### config.mk
export PLATFORM = sky130hd
export DESIGN_NAME = lfu_page_replacement
export DESIGN_NICKNAME = d
export VERILOG_FILES = /design/src/rtl/core/lfu_pkg.sv /design/src/rtl/core/lfu_ctrl.sv /design/src/rtl/core/lfu_dpath.sv /design/src/rtl/core/lfu_page_replacement.sv
export VERILOG_INCLUDE_DIRS = /design/src /design/src/rtl/core
export SDC_FILE = /design/constraint.sdc
export NUM_CORES = 2
export LEC_CHECK = 0
export ABC_AREA = 1
export BUFFER_PORTS_ARGS = -buffer_cell sky130_fd_sc_hd__buf_2
export CAP_MARGIN = 15
export CELL_PAD_IN_SITES_DETAIL_PLACEMENT = 2
export CELL_PAD_IN_SITES_GLOBAL_PLACEMENT = 2
export CORE_MARGIN = 2
export CORE_UTILIZATION = 50
export CTS_BUF_LIST = sky130_fd_sc_hd__clkbuf_2 sky130_fd_sc_hd__clkbuf_4 sky130_fd_sc_hd__clkbuf_8
export CTS_CLUSTER_SIZE = 12
export DETAILED_ROUTE_END_ITERATION = 7
export PLACE_DENSITY = 0.88
export SYNTH_ARGS = -nofsm -noshare
export SYNTH_HDL_FRONTEND = slang
export SYNTH_SLANG_ARGS = --single-unit
### constraint.sdc
create_clock -name clk -period 11.3 [get_ports clk]
set_clock_uncertainty 0.05 [all_clocks]
set_input_delay 2.26 -clock clk [delete_from_list [all_inputs] [get_ports clk]]
set_output_delay 2.26 -clock clk [all_outputs]
set_load 0.01 [all_outputs]
### src/rtl/core/lfu_page_replacement_assert.svh
// Assertion macros shared by the page replacement RTL
`ifndef LFU_PAGE_REPLACEMENT_ASSERT_SVH
`define LFU_PAGE_REPLACEMENT_ASSERT_SVH

// same-cycle implication, checked outside reset
`define LFU_ASSERT_NOW(label, ante, cons, msg) \
    label: assert property (@(posedge clk) disable iff (!rst_n) (ante) |-> (cons)) \
        else $error(msg);

// next-cycle implication, checked outside reset
`define LFU_ASSERT_NEXT(label, ante, cons, msg) \
    label: assert property (@(posedge clk) disable iff (!rst_n) (ante) |=> (cons)) \
        else $error(msg);

`endif

### src/rtl/core/lfu_pkg.sv
// Shared types and fixed constants for the page replacement block
`timescale 1ns / 1ps

package lfu_pkg;

    // fixed port widths
    localparam int CFG_W      = 5;
    localparam int PAGE_ID_W  = 20;
    localparam int SLOT_OUT_W = 4;
    localparam int FAULT_W    = 32;

    // frame limit after reset
    localparam logic [CFG_W-1:0] CFG_RESET = 5'd16;

    // commands from controller to datapath
    typedef struct packed {
        logic load;     // latch the page, restart the scan
        logic scan;     // issue one frame read
        logic update;   // commit the replacement decision
    } lfu_cmd_t;

    // status from datapath to controller
    typedef struct packed {
        logic scan_last;    // the read being issued is the last frame
    } lfu_sts_t;

endpackage

### src/rtl/core/lfu_ctrl.sv
// Sequencer: accept, frame scan, decision and result strobe
`timescale 1ns / 1ps

module lfu_ctrl
    import lfu_pkg::*;
(
    input  logic     clk,
    input  logic     rst_n,
    input  logic     start,
    output logic     busy,
    output logic     done,
    output lfu_cmd_t cmd,
    input  lfu_sts_t sts
);

`include "lfu_page_replacement_assert.svh"

    localparam logic [1:0] ST_IDLE   = 2'd0;
    localparam logic [1:0] ST_SCAN   = 2'd1;
    localparam logic [1:0] ST_LAST   = 2'd2;
    localparam logic [1:0] ST_UPDATE = 2'd3;

    logic [1:0] state_reg;
    logic [1:0] state_next;
    logic       done_reg;

    // next state
    always_comb
    begin
        state_next = state_reg;
        unique case (state_reg)
            ST_IDLE:
            begin
                if (start)
                begin
                    state_next = ST_SCAN;
                end
            end
            ST_SCAN:
            begin
                if (sts.scan_last)
                begin
                    state_next = ST_LAST;
                end
            end
            ST_LAST:   state_next = ST_UPDATE;
            ST_UPDATE: state_next = ST_IDLE;
            default:   state_next = ST_IDLE;
        endcase
    end

    // state and result strobe
    always_ff @(posedge clk or negedge rst_n)
    begin
        if (!rst_n)
        begin
            state_reg <= ST_IDLE;
            done_reg  <= 1'b0;
        end
        else
        begin
            state_reg <= state_next;
            done_reg  <= (state_reg == ST_UPDATE);
        end
    end

    // commands
    assign busy       = (state_reg != ST_IDLE);
    assign done       = done_reg;
    assign cmd.load   = (state_reg == ST_IDLE) && start;
    assign cmd.scan   = (state_reg == ST_SCAN);
    assign cmd.update = (state_reg == ST_UPDATE);

    `LFU_ASSERT_NOW(a_idle_quiet, !busy, !cmd.scan && !cmd.update, "datapath commanded while idle")
    `LFU_ASSERT_NEXT(a_update_strobe, cmd.update, done && !busy, "result strobe missing after update")

endmodule

### src/rtl/core/lfu_dpath.sv
// Frame store, scan compare, victim selection and result registers
`timescale 1ns / 1ps

module lfu_dpath
    import lfu_pkg::*;
#(
    parameter int FRAMES    = 16,
    parameter int PAGE_BITS = 20,
    parameter int USE_BITS  = 16,
    parameter int TIME_BITS = 32
)
(
    input  logic                  clk,
    input  logic                  rst_n,
    input  lfu_cmd_t              cmd,
    output lfu_sts_t              sts,
    input  logic                  cfg_we,
    input  logic [CFG_W-1:0]      cfg_data,
    input  logic [PAGE_ID_W-1:0]  page_id,
    output logic                  hit,
    output logic [SLOT_OUT_W-1:0] frame_slot,
    output logic                  victim_valid,
    output logic [PAGE_ID_W-1:0]  victim_page,
    output logic [FAULT_W-1:0]    fault_total
);

`include "lfu_page_replacement_assert.svh"

    localparam int SLOT_W  = (FRAMES > 1) ? $clog2(FRAMES) : 1;
    localparam int CNT_W   = $clog2(FRAMES + 1);
    localparam int CMP_W   = (CNT_W > CFG_W) ? CNT_W : CFG_W;
    localparam int PG_W    = (PAGE_BITS > PAGE_ID_W) ? PAGE_BITS : PAGE_ID_W;
    localparam int SO_W    = (SLOT_W > SLOT_OUT_W) ? SLOT_W : SLOT_OUT_W;
    localparam int ENTRY_W = PAGE_BITS + USE_BITS + TIME_BITS;

    // frame store: {page, uses, last reference}
    logic [ENTRY_W-1:0]   mem [FRAMES];
    logic [ENTRY_W-1:0]   rd_data_reg;
    logic [FRAMES-1:0]    slot_valid_reg;

    logic [CFG_W-1:0]     frames_in_use_reg;
    logic [PAGE_BITS-1:0] page_reg;
    logic [SLOT_W-1:0]    scan_ptr_reg;
    logic                 cmp_valid_reg;
    logic [SLOT_W-1:0]    cmp_idx_reg;
    logic [TIME_BITS-1:0] ref_clock_reg;
    logic [CNT_W-1:0]     resident_total_reg;
    logic [FAULT_W-1:0]   faults_seen_reg;

    // scan accumulators
    logic                 hit_found_reg;
    logic [SLOT_W-1:0]    hit_idx_reg;
    logic [USE_BITS-1:0]  hit_uses_reg;
    logic                 empty_found_reg;
    logic [SLOT_W-1:0]    empty_idx_reg;
    logic                 best_found_reg;
    logic [SLOT_W-1:0]    best_idx_reg;
    logic [USE_BITS-1:0]  best_uses_reg;
    logic [TIME_BITS-1:0] best_age_reg;
    logic [PAGE_BITS-1:0] best_page_reg;

    // result registers
    logic                 hit_out_reg;
    logic [SLOT_W-1:0]    slot_out_reg;
    logic                 victim_valid_reg;
    logic [PAGE_BITS-1:0] victim_page_reg;

    logic [PG_W-1:0]      page_in_ext;
    logic [PG_W-1:0]      victim_ext;
    logic [SO_W-1:0]      slot_ext;

    logic [PAGE_BITS-1:0] e_page;
    logic [USE_BITS-1:0]  e_uses;
    logic [TIME_BITS-1:0] e_last;
    logic [TIME_BITS-1:0] e_age;
    logic                 e_valid;
    logic                 take_hit;
    logic                 take_empty;
    logic                 take_best;

    logic [CMP_W-1:0]     limit;
    logic                 has_room;
    logic                 evict;
    logic [SLOT_W-1:0]    tgt_slot;
    logic [USE_BITS-1:0]  tgt_uses;
    logic [ENTRY_W-1:0]   wr_data;

    assign page_in_ext   = PG_W'(page_id);
    assign sts.scan_last = (scan_ptr_reg == SLOT_W'(FRAMES - 1));

    // unpack the entry under compare
    assign e_page  = rd_data_reg[ENTRY_W-1 -: PAGE_BITS];
    assign e_uses  = rd_data_reg[TIME_BITS +: USE_BITS];
    assign e_last  = rd_data_reg[TIME_BITS-1:0];
    assign e_age   = ref_clock_reg - e_last;
    assign e_valid = slot_valid_reg[cmp_idx_reg];

    // per-frame compare; strict tests keep the lowest frame on full ties
    always_comb
    begin
        take_hit   = cmp_valid_reg && e_valid && !hit_found_reg && (e_page == page_reg);
        take_empty = cmp_valid_reg && !e_valid && !empty_found_reg;
        take_best  = cmp_valid_reg && e_valid &&
                     (!best_found_reg || (e_uses < best_uses_reg) ||
                      ((e_uses == best_uses_reg) && (e_age > best_age_reg)));
    end

    // effective frame limit: zero acts as one, clipped to FRAMES
    always_comb
    begin
        limit = CMP_W'(frames_in_use_reg);
        if (limit == '0)
        begin
            limit = CMP_W'(1);
        end
        if (limit > CMP_W'(FRAMES))
        begin
            limit = CMP_W'(FRAMES);
        end
    end

    // replacement decision
    always_comb
    begin
        has_room = (CMP_W'(resident_total_reg) < limit);
        evict    = !hit_found_reg && !has_room;
        priority if (hit_found_reg)
        begin
            tgt_slot = hit_idx_reg;
            tgt_uses = (hit_uses_reg == {USE_BITS{1'b1}}) ? hit_uses_reg
                                                         : hit_uses_reg + 1'b1;
        end
        else if (has_room)
        begin
            tgt_slot = empty_idx_reg;
            tgt_uses = USE_BITS'(1);
        end
        else
        begin
            tgt_slot = best_idx_reg;
            tgt_uses = USE_BITS'(1);
        end
        wr_data = {page_reg, tgt_uses, ref_clock_reg};
    end

    // frame store access
    always_ff @(posedge clk)
    begin
        if (cmd.update)
        begin
            mem[tgt_slot] <= wr_data;
        end
        if (cmd.scan)
        begin
            rd_data_reg <= mem[scan_ptr_reg];
        end
    end

    // control state
    always_ff @(posedge clk or negedge rst_n)
    begin
        if (!rst_n)
        begin
            frames_in_use_reg  <= CFG_RESET;
            slot_valid_reg     <= '0;
            ref_clock_reg      <= '0;
            resident_total_reg <= '0;
            faults_seen_reg    <= '0;
            cmp_valid_reg      <= 1'b0;
            hit_found_reg      <= 1'b0;
            empty_found_reg    <= 1'b0;
            best_found_reg     <= 1'b0;
        end
        else
        begin
            if (cfg_we)
            begin
                frames_in_use_reg <= cfg_data;
            end
            cmp_valid_reg <= cmd.scan;
            if (cmd.load)
            begin
                hit_found_reg   <= 1'b0;
                empty_found_reg <= 1'b0;
                best_found_reg  <= 1'b0;
            end
            else
            begin
                if (take_hit)
                begin
                    hit_found_reg <= 1'b1;
                end
                if (take_empty)
                begin
                    empty_found_reg <= 1'b1;
                end
                if (take_best)
                begin
                    best_found_reg <= 1'b1;
                end
            end
            if (cmd.update)
            begin
                ref_clock_reg <= ref_clock_reg + 1'b1;
                if (!hit_found_reg)
                begin
                    if (faults_seen_reg != {FAULT_W{1'b1}})
                    begin
                        faults_seen_reg <= faults_seen_reg + 1'b1;
                    end
                    if (has_room)
                    begin
                        slot_valid_reg[tgt_slot] <= 1'b1;
                        resident_total_reg       <= resident_total_reg + 1'b1;
                    end
                end
            end
        end
    end

    // payload: page latch, scan pointer, accumulators, results
    always_ff @(posedge clk)
    begin
        if (cmd.load)
        begin
            page_reg     <= page_in_ext[PAGE_BITS-1:0];
            scan_ptr_reg <= '0;
        end
        else if (cmd.scan)
        begin
            scan_ptr_reg <= scan_ptr_reg + 1'b1;
        end
        cmp_idx_reg <= scan_ptr_reg;
        if (take_hit)
        begin
            hit_idx_reg  <= cmp_idx_reg;
            hit_uses_reg <= e_uses;
        end
        if (take_empty)
        begin
            empty_idx_reg <= cmp_idx_reg;
        end
        if (take_best)
        begin
            best_idx_reg  <= cmp_idx_reg;
            best_uses_reg <= e_uses;
            best_age_reg  <= e_age;
            best_page_reg <= e_page;
        end
        if (cmd.update)
        begin
            hit_out_reg      <= hit_found_reg;
            slot_out_reg     <= tgt_slot;
            victim_valid_reg <= evict;
            victim_page_reg  <= evict ? best_page_reg : '0;
        end
    end

    // outputs
    assign victim_ext   = PG_W'(victim_page_reg);
    assign slot_ext     = SO_W'(slot_out_reg);
    assign hit          = hit_out_reg;
    assign frame_slot   = slot_ext[SLOT_OUT_W-1:0];
    assign victim_valid = victim_valid_reg;
    assign victim_page  = victim_ext[PAGE_ID_W-1:0];
    assign fault_total  = faults_seen_reg;

    `LFU_ASSERT_NOW(a_resident_count, 1'b1, $countones(slot_valid_reg) == resident_total_reg, "resident count out of step with valid bits")
    `LFU_ASSERT_NOW(a_fill_has_empty, cmd.update && !hit_found_reg && has_room, empty_found_reg, "fill without an empty frame")
    `LFU_ASSERT_NOW(a_evict_has_best, cmd.update && evict, best_found_reg, "eviction without a resident candidate")

endmodule

### src/rtl/core/lfu_page_replacement.sv
// Top level: LFU page replacement with least-recently-referenced tie break
// Sequence: frame reads from a single-port store cover every frame, the last read
//   is compared, the decision is committed, and done then rises from its register;
//   a new reference is taken only once the block is back in idle.
// Reset: no pages resident, fault total and reference clock zero, limit 16.
// Results are held for one cycle under done; the receiver cannot stall.
`timescale 1ns / 1ps

module lfu_page_replacement
    import lfu_pkg::*;
#(
    parameter int FRAMES    = 16,
    parameter int PAGE_BITS = 20,
    parameter int USE_BITS  = 16,
    parameter int TIME_BITS = 32
)
(
    input  logic                  clk,
    input  logic                  rst_n,
    input  logic                  start,
    output logic                  busy,
    input  logic [PAGE_ID_W-1:0]  page_id,
    output logic                  done,
    output logic                  hit,
    output logic [SLOT_OUT_W-1:0] frame_slot,
    output logic                  victim_valid,
    output logic [PAGE_ID_W-1:0]  victim_page,
    output logic [FAULT_W-1:0]    fault_total,
    input  logic                  cfg_valid,
    output logic                  cfg_ready,
    input  logic [CFG_W-1:0]      cfg_data
);

    lfu_cmd_t cmd;
    lfu_sts_t sts;

    // configuration beats are always taken
    assign cfg_ready = 1'b1;

    lfu_ctrl u_ctrl (
        .clk   (clk),
        .rst_n (rst_n),
        .start (start),
        .busy  (busy),
        .done  (done),
        .cmd   (cmd),
        .sts   (sts)
    );

    lfu_dpath #(
        .FRAMES    (FRAMES),
        .PAGE_BITS (PAGE_BITS),
        .USE_BITS  (USE_BITS),
        .TIME_BITS (TIME_BITS)
    ) u_dpath (
        .clk          (clk),
        .rst_n        (rst_n),
        .cmd          (cmd),
        .sts          (sts),
        .cfg_we       (cfg_valid && cfg_ready),
        .cfg_data     (cfg_data),
        .page_id      (page_id),
        .hit          (hit),
        .frame_slot   (frame_slot),
        .victim_valid (victim_valid),
        .victim_page  (victim_page),
        .fault_total  (fault_total)
    );

endmodule

==> results.toml <==
[outcome]
status = "completed"

[timing]
fin_ws_ps = 3830
slew_violations = 0
rsz0062_at_grt = "no"
fin_crit_ps = 7470
setup_tns_ps = 0
period_share_pct = 66.1
worstMarginPinSlew_ps = 1290
relSlewSlack_pct = 13.3
maxClockFrequency_ghz = 0.134
hold_viol = 0
setup_viol = 0

[grt]
antenna_found_initial = 10
gr-usage-all-layers_pct = 42.4
grt_max_degree = 208
grt_pass1_vias = 48547
grt_overflow = 0
grt_pass1_wl_um = 361000

[die]
pin_count = 90
std_cell_rows = 125
die-width_um = 345
die_y_um = 345
start_util_pct = 50.3
die_area_mm2 = 0.119
core_area_mm2 = 0.116

[clocking]
clk_pin_slew_ps = 70
cts_sinks = 1403
cts_buffer_depth = 3
cts_tree = "yes"
cts_buffers = 228
ctsHoldBuffers = 0
cts_root_buf = "clkbuf_8"
h-tree-depth = 4
ctsResizeCount = 0
worstSkewPairLatency_ps = 1060
postCtsSetupRepairBufs = 0

[drt]
drcViolationCount = 0
vias = 43860
ant_nets = 0
drt_iter0_markers = 5836
viasPerCell = 6.85
wl_um = 255000
wl_per_cell_um = 39.9
dr.pass1.iters = 6

[run]
cap_violations = 0

[layout]
layout_common_cells = "edfxtp_1, nor2_1, nand2_1, o21ai_0, clkbuf_8"
finalNetCount = 4806
area_growth_pct = 11.1
fill_cells = 10599
largest_reg_flops = 1088
final-seq-area_mm2 = 0.0416
drive_gt1_share_pct = 12.2
multi_input_area_mm2 = 0.0149
layout_commonest_cell = "edfxtp_1"

[synthesis]
yosysUniqueCellTypes = 54
syn_avg_cell_area_um2 = 12.9
synth-seq-cells = 1403
synth.mux.area_fraction_pct = 1.95
synth_seq_area_share_pct = 71.3
yosysTopAreaCellShare_pct = 66.9
synth_top_family_by_area = "simple AND/OR/NAND/NOR gates"
synth_fa_ha_area_share_pct = 2.03
synthXorXnorAreaFrac_pct = 1.50
synth_compound_area_share_pct = 8.49
synth_nets = 4643
synthTopCellsByArea = "edfxtp_1, nor2_1, dfrtp_1"
netlist_area_mm2 = 0.0583
syn_inst = 4520
yosys.area_share.simple_pct = 11.3
synth_area_leader_cell = "edfxtp_1"
yosysWarnings = 0

[critical_path]
endpoint_kind = "register"
cp.arrival_ps = 8040
cp_max_fo = 51
critPathKind = "register to register"
startpoint_type = "register"
cp_data_required_time_ps = 11870

[placement]
gp_congestion = 0.922
dp_hpwl_um = 131000
port_buffers = 88
dpl_worst_slack_ps = 4920

[min_path]
worstHoldPathType = "register to register"

[power]
power.density_mw_per_mm2 = 261
peakVddDrop_mv = 0.157
p_leak_uw = 0.0236
[cells by family (layout without fill, tap and decap cells)]
family                     Yosys count  in the layout
and+or+nand+nor                   1577           1577
DFF                               1403           1403
AOI/OAI and AO/OA                  756            756
buffers and inverters              476            826
muxes                              113            113
xor gates and xnor gates           100            100
adders and majority gates           94             94
other                                1              7
[metrics by stage]
stage / hold WS, ps / cell area [um2] / util, % / cells / power [uW]
CTS: 372 / 64600 / 55.8 / 6389 / 16700
detailed placement: 372 / 60200 / 52.0 / 5972 / 11600
finish: 369 / 64700 / 55.8 / 6400 / 16900
global placement: 351 / 60200 / 52.0 / 5972 / 11000
floorplan: 276 / 58300 / - / 4520 / 9730
global route: 382 / 64700 / 55.8 / 6396 / 17300
[cells in the mapped netlist (all sizes together)]
| master | count |
|---|---|
| edfxtp | 1298 |
| nor2 | 789 |
| nand2 | 489 |
| o21ai | 339 |
| inv | 249 |
| nand3 | 201 |
| o32ai | 162 |
| clkbuf | 130 |
| mux2i | 110 |
| o221ai | 110 |
| dfrtp | 96 |
| buf | 95 |
| ha | 93 |
| a21oi | 84 |
| xor2 | 65 |
| nor3 | 42 |
| xnor2 | 35 |
| nand4 | 31 |
| o211ai | 31 |
| nor4 | 11 |
| dfxtp | 8 |
| a21o | 6 |
| o21bai | 6 |
| or2 | 6 |
| nand3b | 5 |
| o22ai | 5 |
| o21a | 4 |
| a21boi | 3 |
| a31oi | 3 |
| mux2 | 3 |
| clkinv | 2 |
| nor3b | 2 |
| a211oi | 1 |
| a22o | 1 |
| and2 | 1 |
| conb | 1 |
| dfstp | 1 |
| fa | 1 |
| o31ai | 1 |
[cell type report]
type	count	area share (%)
clock buffers	310	5.96
clock inverters	107	0.793
flip-flops and latches	1403	64.2
multi-input cells	2641	23.0
inverters	251	1.47
well taps	1524	2.95
diodes	6	0.0232
repair buffers	158	1.58
[path summary, 6_finish.rpt]
check	from	slack, ps	depth (start not counted)	end
min reg2reg	u_dpath.scan_ptr_reg[3]	370	0	u_dpath.cmp_idx_reg[3]
min in group asynchronous	rst_n	1220	1	u_ctrl.done
min	u_dpath.scan_ptr_reg[3]	370	0	u_dpath.cmp_idx_reg[3]
max	u_dpath.ref_clock_reg[0]	3830	23	u_dpath.best_page_reg[13]
max reg2reg	u_dpath.ref_clock_reg[0]	3830	23	u_dpath.best_page_reg[13]
max in group asynchronous	rst_n	8600	2	u_dpath.slot_valid_reg[4]
[power breakdown]
part           internal, uW  total, uW  switching, uW
clock                  2230       4660           2420
combinational          1280       5130           3850
sequential             6460       7100            635
[layer usage]
metal | wire [um] | track usage, % | up-vias
met5 | 109 | 0 | -
met4 | 20800 | 31.6 | 16
met3 | 22100 | 10.0 | 1231
met2 | 125000 | 70.6 | 3172
met1 | 87700 | 47.7 | 22583
li1 | - | - | 16858
[worst max-delay path, cell delays in order, from the launching register on]
cell,delay [ps]
dfrtp_1,880
inv_1,220
ha_1,330
inv_1,160
nand3_1,100
nand2_1,190
and2_1,210
nor2_1,130
o21ai_0,480
nand3_1,310
nand2_1,150
nand2_1,70
nand2_1,350
inv_1,130
ha_1,380
nand2_1,140
o21ai_0,370
nand2_1,110
o211ai_1,110
nor2_1,100
nand2_1,90
nand2_1,100
a21oi_4,890
buf_4,950
No activity file was read; power rests on OpenSTA's default activity.
